`src/rtl/core/lrupr_pkg.sv`:
```
// Shared constants for the LRU page replacement core.
package lrupr_pkg;

  localparam int MAX_FRAMES_DEF = 8;
  localparam int PAGE_BITS_DEF  = 16;

  localparam int CFG_W     = 4;
  localparam int CFG_RESET = 4;
  localparam int TOTAL_W   = 32;
  localparam int APB_DW    = 32;
  localparam int APB_AW    = 3;
  localparam int QUEUE_DEPTH = 2;

  // register index, taken from paddr[APB_AW-1:2]
  localparam logic [APB_AW-3:0] REG_FRAMES_IN_USE = '0;

endpackage

```
`src/rtl/core/lrupr_ram.sv`:
```
// Generic single-write, single-read RAM with registered read data.
module lrupr_ram #(
  parameter int WIDTH = 16,
  parameter int DEPTH = 8,
  parameter int AW    = (DEPTH > 1) ? $clog2(DEPTH) : 1
) (
  input  logic             clk,
  input  logic             we,
  input  logic [AW-1:0]    waddr,
  input  logic [WIDTH-1:0] wdata,
  input  logic [AW-1:0]    raddr,
  output logic [WIDTH-1:0] rdata
);

  logic [WIDTH-1:0] mem_r [DEPTH];
  logic [WIDTH-1:0] rdata_r;

  always_ff @(posedge clk) begin
    if (we) begin
      mem_r[waddr] <= wdata;
    end
    rdata_r <= mem_r[raddr];
  end

  assign rdata = rdata_r;

endmodule

```
`src/rtl/core/lrupr_fifo.sv`:
```
// Short queue between the classify front end and the replacement engine.
module lrupr_fifo #(
  parameter int WIDTH = 20,
  parameter int DEPTH = 2
) (
  input  logic             clk,
  input  logic             rst_n,
  input  logic             push,
  input  logic [WIDTH-1:0] push_data,
  output logic             full,
  input  logic             pop,
  output logic [WIDTH-1:0] pop_data,
  output logic             empty
);

  localparam int PW = (DEPTH > 1) ? $clog2(DEPTH) : 1;
  localparam int CW = $clog2(DEPTH + 1);

  logic [WIDTH-1:0] mem_r [DEPTH];
  logic [PW-1:0]    wptr_r, wptr_nxt;
  logic [PW-1:0]    rptr_r, rptr_nxt;
  logic [CW-1:0]    count_r, count_nxt;
  logic             do_push, do_pop;

  assign full     = (count_r == CW'(DEPTH));
  assign empty    = (count_r == '0);
  assign do_push  = push && !full;
  assign do_pop   = pop && !empty;
  assign pop_data = mem_r[rptr_r];

  always_comb begin
    wptr_nxt  = wptr_r;
    rptr_nxt  = rptr_r;
    count_nxt = count_r;
    if (do_push) begin
      wptr_nxt = (wptr_r == PW'(DEPTH - 1)) ? '0 : wptr_r + 1'b1;
    end
    if (do_pop) begin
      rptr_nxt = (rptr_r == PW'(DEPTH - 1)) ? '0 : rptr_r + 1'b1;
    end
    if (do_push && !do_pop) begin
      count_nxt = count_r + 1'b1;
    end else if (do_pop && !do_push) begin
      count_nxt = count_r - 1'b1;
    end
  end

  always_ff @(posedge clk) begin
    if (!rst_n) begin
      wptr_r  <= '0;
      rptr_r  <= '0;
      count_r <= '0;
    end else begin
      wptr_r  <= wptr_nxt;
      rptr_r  <= rptr_nxt;
      count_r <= count_nxt;
    end
  end

  always_ff @(posedge clk) begin
    if (do_push) begin
      mem_r[wptr_r] <= push_data;
    end
  end

endmodule

```
`src/rtl/core/lrupr_front.sv`:
```
// Front end: config register, input beat acceptance and frame-count classification.
module lrupr_front #(
  parameter int MAX_FRAMES = lrupr_pkg::MAX_FRAMES_DEF,
  parameter int PAGE_BITS  = lrupr_pkg::PAGE_BITS_DEF,
  parameter int SLOT_W     = (MAX_FRAMES > 1) ? $clog2(MAX_FRAMES) : 1,
  parameter int QW         = PAGE_BITS + 1 + SLOT_W
) (
  input  logic                        clk,
  input  logic                        rst_n,
  input  logic                        psel,
  input  logic                        penable,
  input  logic                        pwrite,
  input  logic [lrupr_pkg::APB_AW-1:0] paddr,
  input  logic [lrupr_pkg::APB_DW-1:0] pwdata,
  output logic [lrupr_pkg::APB_DW-1:0] prdata,
  output logic                        pready,
  input  logic                        in_valid,
  input  logic [PAGE_BITS-1:0]        in_page_number,
  input  logic                        in_last_ref,
  output logic                        in_stall,
  output logic                        q_push,
  output logic [QW-1:0]               q_data,
  input  logic                        q_full
);
  import lrupr_pkg::*;

  logic [CFG_W-1:0]  frames_r, frames_nxt;
  logic              reg_sel;
  logic [SLOT_W-1:0] last_idx;

  assign pready  = 1'b1;
  assign reg_sel = (paddr[APB_AW-1:2] == REG_FRAMES_IN_USE);
  assign prdata  = reg_sel ? APB_DW'(frames_r) : '0;

  always_comb begin
    frames_nxt = frames_r;
    if (psel && penable && pwrite && pready && reg_sel) begin
      frames_nxt = pwdata[CFG_W-1:0];
    end
  end

  always_ff @(posedge clk) begin
    if (!rst_n) begin
      frames_r <= CFG_W'(CFG_RESET);
    end else begin
      frames_r <= frames_nxt;
    end
  end

  // highest frame index taking part: count clamped to 1..MAX_FRAMES
  always_comb begin
    if (frames_r == '0) begin
      last_idx = '0;
    end else if (32'(frames_r) > 32'(MAX_FRAMES)) begin
      last_idx = SLOT_W'(MAX_FRAMES - 1);
    end else begin
      last_idx = SLOT_W'(32'(frames_r) - 32'd1);
    end
  end

  assign in_stall = q_full;
  assign q_push   = in_valid && !q_full;
  assign q_data   = {in_page_number, in_last_ref, last_idx};

endmodule

```
`src/rtl/core/lrupr_back.sv`:
```
// Replacement engine: frame scan, victim pick, recency update and result register.
module lrupr_back #(
  parameter int MAX_FRAMES = lrupr_pkg::MAX_FRAMES_DEF,
  parameter int PAGE_BITS  = lrupr_pkg::PAGE_BITS_DEF,
  parameter int SLOT_W     = (MAX_FRAMES > 1) ? $clog2(MAX_FRAMES) : 1,
  parameter int QW         = PAGE_BITS + 1 + SLOT_W
) (
  input  logic                          clk,
  input  logic                          rst_n,
  input  logic                          q_empty,
  input  logic [QW-1:0]                 q_data,
  output logic                          q_pop,
  output logic                          out_valid,
  input  logic                          out_stall,
  output logic                          out_hit,
  output logic [SLOT_W-1:0]             out_frame_slot,
  output logic                          out_evicted_valid,
  output logic [PAGE_BITS-1:0]          out_evicted_page,
  output logic [lrupr_pkg::TOTAL_W-1:0] out_hit_total,
  output logic [lrupr_pkg::TOTAL_W-1:0] out_fault_total,
  output logic                          out_run_done
);
  import lrupr_pkg::*;

  localparam logic [SLOT_W-1:0] AGE_MAX = SLOT_W'(MAX_FRAMES - 1);

  typedef enum logic [2:0] {
    ST_IDLE = 3'b001,
    ST_SCAN = 3'b010,
    ST_UPD  = 3'b100
  } state_t;

  state_t state_r, state_nxt;

  // current item
  logic [PAGE_BITS-1:0] page_r;
  logic                 last_r;
  logic [SLOT_W-1:0]    last_idx_r;
  logic [SLOT_W-1:0]    idx_r, idx_nxt;

  // scan tracking
  logic                 hit_r, hit_nxt;
  logic [SLOT_W-1:0]    hit_slot_r;
  logic [SLOT_W-1:0]    hit_age_r;
  logic                 empty_fnd_r, empty_fnd_nxt;
  logic [SLOT_W-1:0]    empty_slot_r;
  logic [SLOT_W-1:0]    best_age_r;
  logic [SLOT_W-1:0]    victim_r;
  logic [PAGE_BITS-1:0] victim_page_r;

  // frame state
  logic [MAX_FRAMES-1:0] valid_r, valid_nxt;
  logic [SLOT_W-1:0]     age_r [MAX_FRAMES];
  logic [SLOT_W-1:0]     age_nxt [MAX_FRAMES];
  logic [TOTAL_W-1:0]    hits_r, hits_nxt;
  logic [TOTAL_W-1:0]    faults_r, faults_nxt;

  // output register
  logic                 out_valid_r, out_valid_nxt;
  logic                 o_hit_r;
  logic [SLOT_W-1:0]    o_slot_r;
  logic                 o_ev_valid_r;
  logic [PAGE_BITS-1:0] o_ev_page_r;
  logic [TOTAL_W-1:0]   o_hits_r, o_faults_r;
  logic                 o_done_r;

  logic [SLOT_W-1:0]    ram_raddr;
  logic [PAGE_BITS-1:0] ram_rdata;
  logic                 ram_we;

  logic                 out_free, upd_go, hit_now, scan_end;
  logic [SLOT_W-1:0]    slot;
  logic                 ev_valid;
  logic [SLOT_W-1:0]    cur_age;

  assign out_free = !out_valid_r || !out_stall;
  assign upd_go   = (state_r == ST_UPD) && out_free;
  assign cur_age  = age_r[idx_r];
  assign hit_now  = valid_r[idx_r] && (ram_rdata == page_r);
  assign scan_end = hit_now || (idx_r == last_idx_r);
  assign q_pop    = (state_r == ST_IDLE) && !q_empty;

  assign slot     = hit_r ? hit_slot_r : (empty_fnd_r ? empty_slot_r : victim_r);
  assign ev_valid = !hit_r && !empty_fnd_r;
  assign ram_we   = upd_go && !hit_r;

  always_comb begin
    ram_raddr = '0;
    if (state_r == ST_SCAN) begin
      ram_raddr = (idx_r == last_idx_r) ? idx_r : idx_r + 1'b1;
    end
  end

  lrupr_ram #(
    .WIDTH (PAGE_BITS),
    .DEPTH (MAX_FRAMES),
    .AW    (SLOT_W)
  ) u_page_ram (
    .clk   (clk),
    .we    (ram_we),
    .waddr (slot),
    .wdata (page_r),
    .raddr (ram_raddr),
    .rdata (ram_rdata)
  );

  always_comb begin
    state_nxt     = state_r;
    idx_nxt       = idx_r;
    hit_nxt       = hit_r;
    empty_fnd_nxt = empty_fnd_r;
    case (state_r)
      ST_IDLE: begin
        if (!q_empty) begin
          state_nxt     = ST_SCAN;
          idx_nxt       = '0;
          hit_nxt       = 1'b0;
          empty_fnd_nxt = 1'b0;
        end
      end
      ST_SCAN: begin
        if (hit_now) begin
          hit_nxt = 1'b1;
        end
        if (!empty_fnd_r && !valid_r[idx_r]) begin
          empty_fnd_nxt = 1'b1;
        end
        if (scan_end) begin
          state_nxt = ST_UPD;
        end else begin
          idx_nxt = idx_r + 1'b1;
        end
      end
      ST_UPD: begin
        if (out_free) begin
          state_nxt = ST_IDLE;
        end
      end
      default: state_nxt = ST_IDLE;
    endcase
  end

  // recency, valid and totals
  always_comb begin
    valid_nxt  = valid_r;
    hits_nxt   = hits_r;
    faults_nxt = faults_r;
    for (int f = 0; f < MAX_FRAMES; f++) begin
      age_nxt[f] = age_r[f];
    end
    if (upd_go) begin
      if (last_r) begin
        valid_nxt  = '0;
        hits_nxt   = '0;
        faults_nxt = '0;
        for (int f = 0; f < MAX_FRAMES; f++) begin
          age_nxt[f] = '0;
        end
      end else begin
        if (hit_r) begin
          hits_nxt = (&hits_r) ? hits_r : hits_r + 1'b1;
        end else begin
          faults_nxt = (&faults_r) ? faults_r : faults_r + 1'b1;
        end
        valid_nxt[slot] = 1'b1;
        for (int f = 0; f < MAX_FRAMES; f++) begin
          if (SLOT_W'(f) == slot) begin
            age_nxt[f] = '0;
          end else if ((SLOT_W'(f) <= last_idx_r) && valid_r[f] &&
                       (!hit_r || (age_r[f] < hit_age_r)) && (age_r[f] < AGE_MAX)) begin
            age_nxt[f] = age_r[f] + 1'b1;
          end
        end
      end
    end
  end

  always_comb begin
    out_valid_nxt = out_valid_r;
    if (upd_go) begin
      out_valid_nxt = 1'b1;
    end else if (!out_stall) begin
      out_valid_nxt = 1'b0;
    end
  end

  always_ff @(posedge clk) begin
    if (!rst_n) begin
      state_r     <= ST_IDLE;
      idx_r       <= '0;
      hit_r       <= 1'b0;
      empty_fnd_r <= 1'b0;
      valid_r     <= '0;
      hits_r      <= '0;
      faults_r    <= '0;
      out_valid_r <= 1'b0;
      for (int f = 0; f < MAX_FRAMES; f++) begin
        age_r[f] <= '0;
      end
    end else begin
      state_r     <= state_nxt;
      idx_r       <= idx_nxt;
      hit_r       <= hit_nxt;
      empty_fnd_r <= empty_fnd_nxt;
      valid_r     <= valid_nxt;
      hits_r      <= hits_nxt;
      faults_r    <= faults_nxt;
      out_valid_r <= out_valid_nxt;
      for (int f = 0; f < MAX_FRAMES; f++) begin
        age_r[f] <= age_nxt[f];
      end
    end
  end

  // payload registers
  always_ff @(posedge clk) begin
    if (q_pop) begin
      {page_r, last_r, last_idx_r} <= q_data;
    end
    if (state_r == ST_SCAN) begin
      if (hit_now) begin
        hit_slot_r <= idx_r;
        hit_age_r  <= cur_age;
      end
      if (!empty_fnd_r && !valid_r[idx_r]) begin
        empty_slot_r <= idx_r;
      end
      // strict compare keeps the lowest frame on equal ages
      if ((idx_r == '0) || (cur_age > best_age_r)) begin
        best_age_r    <= cur_age;
        victim_r      <= idx_r;
        victim_page_r <= ram_rdata;
      end
    end
    if (upd_go) begin
      o_hit_r      <= hit_r;
      o_slot_r     <= slot;
      o_ev_valid_r <= ev_valid;
      o_ev_page_r  <= ev_valid ? victim_page_r : '0;
      o_hits_r     <= hit_r ? ((&hits_r) ? hits_r : hits_r + 1'b1) : hits_r;
      o_faults_r   <= hit_r ? faults_r : ((&faults_r) ? faults_r : faults_r + 1'b1);
      o_done_r     <= last_r;
    end
  end

  assign out_valid         = out_valid_r;
  assign out_hit           = o_hit_r;
  assign out_frame_slot    = o_slot_r;
  assign out_evicted_valid = o_ev_valid_r;
  assign out_evicted_page  = o_ev_page_r;
  assign out_hit_total     = o_hits_r;
  assign out_fault_total   = o_faults_r;
  assign out_run_done      = o_done_r;

endmodule

```
`src/rtl/core/lru_page_replacement_core.sv`:
```
// LRU page replacement frame table. Each input beat is one page reference; each
// result beat reports hit or fault, the frame used, any evicted page and the running
// saturating hit and fault totals. The front end accepts beats into a two-entry queue
// and stalls only when that queue is full. The replacement engine finishes one reference
// before it pops the next: a pop step that starts the frame-page RAM read, a scan step
// for each of the n frames in use (1 to MAX_FRAMES; the scan stops at a hit), and an
// update step that waits while a pending result is stalled. The scan over the page RAM
// sets the time per reference. frames_in_use sits at byte address 0 and may only be
// written while the block is idle. No clearing pass follows reset; after a beat with
// last_ref set, the frames and totals clear.
module lru_page_replacement_core #(
  parameter int MAX_FRAMES = lrupr_pkg::MAX_FRAMES_DEF,
  parameter int PAGE_BITS  = lrupr_pkg::PAGE_BITS_DEF,
  parameter int SLOT_W     = (MAX_FRAMES > 1) ? $clog2(MAX_FRAMES) : 1
) (
  input  logic                          clk,
  input  logic                          rst_n,
  input  logic                          psel,
  input  logic                          penable,
  input  logic                          pwrite,
  input  logic [lrupr_pkg::APB_AW-1:0]  paddr,
  input  logic [lrupr_pkg::APB_DW-1:0]  pwdata,
  output logic [lrupr_pkg::APB_DW-1:0]  prdata,
  output logic                          pready,
  input  logic                          in_valid,
  output logic                          in_stall,
  input  logic [PAGE_BITS-1:0]          in_page_number,
  input  logic                          in_last_ref,
  output logic                          out_valid,
  input  logic                          out_stall,
  output logic                          out_hit,
  output logic [SLOT_W-1:0]             out_frame_slot,
  output logic                          out_evicted_valid,
  output logic [PAGE_BITS-1:0]          out_evicted_page,
  output logic [lrupr_pkg::TOTAL_W-1:0] out_hit_total,
  output logic [lrupr_pkg::TOTAL_W-1:0] out_fault_total,
  output logic                          out_run_done
);
  import lrupr_pkg::*;

  localparam int QW = PAGE_BITS + 1 + SLOT_W;

  logic          q_push, q_full, q_pop, q_empty;
  logic [QW-1:0] q_wdata, q_rdata;

  lrupr_front #(
    .MAX_FRAMES (MAX_FRAMES),
    .PAGE_BITS  (PAGE_BITS),
    .SLOT_W     (SLOT_W),
    .QW         (QW)
  ) u_front (
    .clk            (clk),
    .rst_n          (rst_n),
    .psel           (psel),
    .penable        (penable),
    .pwrite         (pwrite),
    .paddr          (paddr),
    .pwdata         (pwdata),
    .prdata         (prdata),
    .pready         (pready),
    .in_valid       (in_valid),
    .in_page_number (in_page_number),
    .in_last_ref    (in_last_ref),
    .in_stall       (in_stall),
    .q_push         (q_push),
    .q_data         (q_wdata),
    .q_full         (q_full)
  );

  lrupr_fifo #(
    .WIDTH (QW),
    .DEPTH (QUEUE_DEPTH)
  ) u_queue (
    .clk       (clk),
    .rst_n     (rst_n),
    .push      (q_push),
    .push_data (q_wdata),
    .full      (q_full),
    .pop       (q_pop),
    .pop_data  (q_rdata),
    .empty     (q_empty)
  );

  lrupr_back #(
    .MAX_FRAMES (MAX_FRAMES),
    .PAGE_BITS  (PAGE_BITS),
    .SLOT_W     (SLOT_W),
    .QW         (QW)
  ) u_back (
    .clk               (clk),
    .rst_n             (rst_n),
    .q_empty           (q_empty),
    .q_data            (q_rdata),
    .q_pop             (q_pop),
    .out_valid         (out_valid),
    .out_stall         (out_stall),
    .out_hit           (out_hit),
    .out_frame_slot    (out_frame_slot),
    .out_evicted_valid (out_evicted_valid),
    .out_evicted_page  (out_evicted_page),
    .out_hit_total     (out_hit_total),
    .out_fault_total   (out_fault_total),
    .out_run_done      (out_run_done)
  );

endmodule
```
`config.mk`:
```
export PLATFORM = sky130hd
export DESIGN_NAME = lru_page_replacement_core
export DESIGN_NICKNAME = d
export VERILOG_FILES = /design/src/rtl/core/lrupr_pkg.sv /design/src/rtl/core/lrupr_ram.sv /design/src/rtl/core/lrupr_fifo.sv /design/src/rtl/core/lrupr_front.sv /design/src/rtl/core/lrupr_back.sv /design/src/rtl/core/lru_page_replacement_core.sv
export SDC_FILE = /design/constraint.sdc
export NUM_CORES = 1
export LEC_CHECK = 0
export ABC_AREA = 1
export BUFFER_PORTS_ARGS = -buffer_cell sky130_fd_sc_hd__buf_2
export CORE_ASPECT_RATIO = 1.2
export CORE_MARGIN = 10
export CORE_UTILIZATION = 49
export DETAILED_ROUTE_END_ITERATION = 6
export PLACE_DENSITY = 0.76
export SYNTH_ARGS = -nofsm -noshare
export SYNTH_HDL_FRONTEND = slang
export SYNTH_HIERARCHICAL = 1
export SYNTH_SLANG_ARGS = --single-unit
```
`constraint.sdc`:
```
create_clock -name clk -period 3.45 [get_ports clk]
set_input_delay 0.345 -clock clk [delete_from_list [all_inputs] [get_ports clk]]
set_output_delay 0.345 -clock clk [all_outputs]
set_load 0.05 [all_outputs]
```
==> results.yml <==
global_routing:
  grt_max_degree: 65
  overflow: 0
  antenna_found_initial: 0
  grt_pass1_wl_um: 77400
  track_usage: 0.184
  grt_pass1_vias: 15600
detailed_routing:
  vias: 15800
  vias_per_cell: 5.19
  drtPass1Iterations: 7
  ant_nets: 0
  drt-total-wl_um: 48200
  drt-initial-drc-count: 1123
  avgRoutedWirePerCell_um: 15.9
  drc: 12
logic_synthesis:
  yosys_warnings: 6
  yosys_most_used_dff: "edfxtp_1"
  ys_seq_elements: 438
  netlist_area_mm2: 0.0208
  ys_types: 49
  synthCells: 2336
  syn_avg_cell_area_um2: 8.91
  ys_async_sr_fraction: 0
  ys_seq_area_frac: 0.568
  synth_edf_count: 305
power_and_ir_drop:
  seqPwrFrac: 0.512
  clkPwrFrac: 0.352
  swShare: 0.279
  powerDensity_mw_per_mm2: 558
  p_leak_nw: 9.27
  pwr-share-comb: 0.137
  p_switching_mw: 3.62
  ir_drop_v: 0.000407
  p_int_mw: 9.36
setup_path:
  worst_ep_arrival_time_ps: 3230
  crit_path_top_delay_cell: "dfxtp_1"
  end_kind: "flop"
  worstSetupStartpointType: "flop"
  path_delay_family: "buffers and inverters"
  cp_num_buf_inv: 2
  path_max_fanout: 38
  rr_endpoint: "u_back/u_page_ram/rdata[10]$_DFF_P_"
  worstSetupPathType: "flop to flop"
  path_cells: "xnor2_1 > nand3_1 > o21ai_0 > a21oi_4 > inv_2 > buf_12 > nand2_1 > nand3_1 > nand2_1 > nand2_1 > nand2_1"
  r2r-start: "u_back/idx_r[0]$_SDFFE_PN0P_"
  worst_r2r_path_depth: 11
  required_ps: 3910
  crit_path_frequent_cell: "nand2_1"
  r2r_setup_slack_ps: 680
  critPathMaxStageDelay_ps: 650
placement:
  gp_congestion: 0.937
  hpwl_um: 32600
  io_buffers: 120
  post-place-ws_ps: 727
clock_tree:
  post_cts_buffers: 0
  cts_resized: 0
  clk_path_buf_depth: 3
  clk_latency_ps: 560
  htree_levels: 2
  cts_tree: "built"
  cts_root_buf: "clkbuf_16"
  cts-buffers-inserted: 43
  clkTransAtPathRegs_ps: 60
  cts_sinks: 438
  postCtsHoldBufs: 17
cells_and_area:
  fill_cells: 3584
  final_common_cell: "nand2_1"
  antenna_cells: 0
  multiInputGateArea_mm2: 0.00710
  final_cell_mix: "nand2_1, inv_1, edfxtp_1"
  register_area_mm2: 0.0118
  fin_nets: 2550
  layout-drive-gt1-share: 0.127
  areaGrowthSynthToFinish_pct: 11.8
sta:
  setup_tns_ps: 0
  period_share: 0.802
  setup_viol: 0
  maxSlewViolCount: 0
  fmax_mhz: 361
  worstMarginPinSlew_ps: 1060
  setup_ws_ps: 683
  hold_viol: 0
  period_needed_ps: 2770
  finClkSkew_ps: 22.4
  maxSlewHeadroom: 0.290
  rsz0062_at_grt: "no"
job:
  maxCapViolations: 0
min_path:
  holdPathStages: 1
  hp-class: "primary input to flop"
  holdCritStartpoint: "in_page_number[4]"
  whs_endpoint: "u_queue/mem_r[1][8]$_DFFE_PP_"
die:
  die_area_mm2: 0.0511
  num_rows: 82
  boundaryPins: 180
  start_util: 0.497
  die_width_um: 208
  core_area_mm2: 0.0419
  fp.dieH_um: 246
status:
  violations: "DRC"
  outcome: "finished, violations left"
-- state kept, by name, indices dropped and copies added (netlist names), 4 cells and up, named ones only --
register                 count
u_back/u_page_ram/mem_r    128
u_back/page_r               16
u_back/hits_r               32
u_back/out_hit_total        32
u_queue/mem_r               40
u_back/u_page_ram/rdata     16
u_back/age_r                24
u_front/frames_r             4
u_back/victim_page_r        16
u_back/valid_r               8
u_back/out_fault_total      32
u_back/faults_r             32
u_back/out_evicted_page     16
-- metal layers --
metal	routed length, µm	global-route usage
met1	18800	0.209
met2	24400	0.327
met3	2900	0.0311
met4	2140	0.0909
met5	0	0
-- worst max path at each step --
stage	from	endpoint	cells past startpoint
final	u_back/idx_r[0]$_SDFFE_PN0P_	u_back/u_page_ram/rdata[10]$_DFF_P_	11
after global routing	flop	u_back/victim_page_r[4]$_DFFE_PP_	12
after floorplan	flop	u_back/best_age_r[0]$_DFFE_PP_	12
after global placement	flop	u_back/victim_page_r[11]$_DFFE_PP_	12
after CTS	u_back/idx_r[0]$_SDFFE_PN0P_	u_back/u_page_ram/rdata[10]$_DFF_P_	11
after detailed placement	u_back/idx_r[0]$_SDFFE_PN0P_	u_back/u_page_ram/rdata[10]$_DFF_P_	11
-- synth_stat cells, types with 2 or more instances --
cell,n,area share
a21oi_1,112,0.027
a21oi_2,3,0.0013
a31oi_1,2,0.00060
and2_1,7,0.0021
and2_4,2,0.00084
buf_1,2,0.00036
buf_2,23,0.0055
buf_4,54,0.019
buf_6,11,0.0060
clkbuf_1,26,0.0047
conb_1,2,0.00036
dfxtp_1,133,0.13
edfxtp_1,305,0.44
ha_1,33,0.020
inv_1,324,0.058
inv_2,14,0.0025
mux2_2,20,0.011
nand2_1,671,0.12
nand2_2,13,0.0039
nand2_4,3,0.0016
nand3_1,174,0.042
nand3_2,8,0.0038
nand3_4,2,0.0017
nand3b_1,7,0.0025
nand4_1,39,0.012
nor2_1,206,0.037
nor2_2,14,0.0042
nor2_4,3,0.0016
nor3_1,11,0.0026
nor4_1,2,0.00060
o211ai_1,4,0.0014
o21ai_0,47,0.011
o21ai_1,8,0.0019
o21ai_2,6,0.0025
o21ai_4,2,0.0016
o21bai_1,3,0.0011
xnor2_1,17,0.0072
xor2_1,11,0.0046
xor2_2,2,0.0016
-- cell type report --
cell class	instances	share of cell area
sequential	438	0.508
multi-input combinational	1471	0.305
inverter	338	0.0546
clock buffer	55	0.0492
timing repair buffer	166	0.0441
tap	546	0.0294
clock inverter	24	0.00936
-- metrics by stage --
step                std cells  power, mW  hold WS, ps   util  area, µm²
floorplan                2363       7.97          428      -      20900
global placement         2942       8.41          444  0.519      21700
detailed placement       2942       8.50          445  0.519      21700
CTS                      3038       13.0        0.362  0.556      23300
global route             3038       13.5         9.57  0.556      23300
finish                   3038       13.0         17.7  0.556      23300
-- worst register-to-register path, stage by stage, from the launching register on --
cell and delay, ps:
dfxtp_1 650, xnor2_1 190, nand3_1 300, o21ai_0 390, a21oi_4 70, inv_2 410, buf_12 290, nand2_1 110
nand3_1 90, nand2_1 60, nand2_1 60, nand2_1 60
-- logic make-up (layout without fill, tap and decap cells) --
logic type / count (synthesis) / in the layout / share of synthesized area
flops: 438 / 438 / 0.568
fa+ha+maj: 33 / 33 / 0.0198
compound gates: 189 / 189 / 0.0494
xor+xnor: 31 / 31 / 0.0141
other cells: 2 / 29 / 0.000361
mux: 20 / 20 / 0.0108
simple gates: 1169 / 1169 / 0.240
buf+inv: 454 / 583 / 0.0970
-- power groups by stage --
stage               registers [mW]  clock network [mW]  logic [mW]
floorplan                     6.53                   0        1.44
global placement              6.72                   0        1.69
detailed placement            6.75                   0        1.74
CTS                           6.64                4.64        1.77
global route                  6.69                4.83        2.02
finish                        6.64                4.57        1.78
No activity file was read; power rests on OpenSTA's default activity.
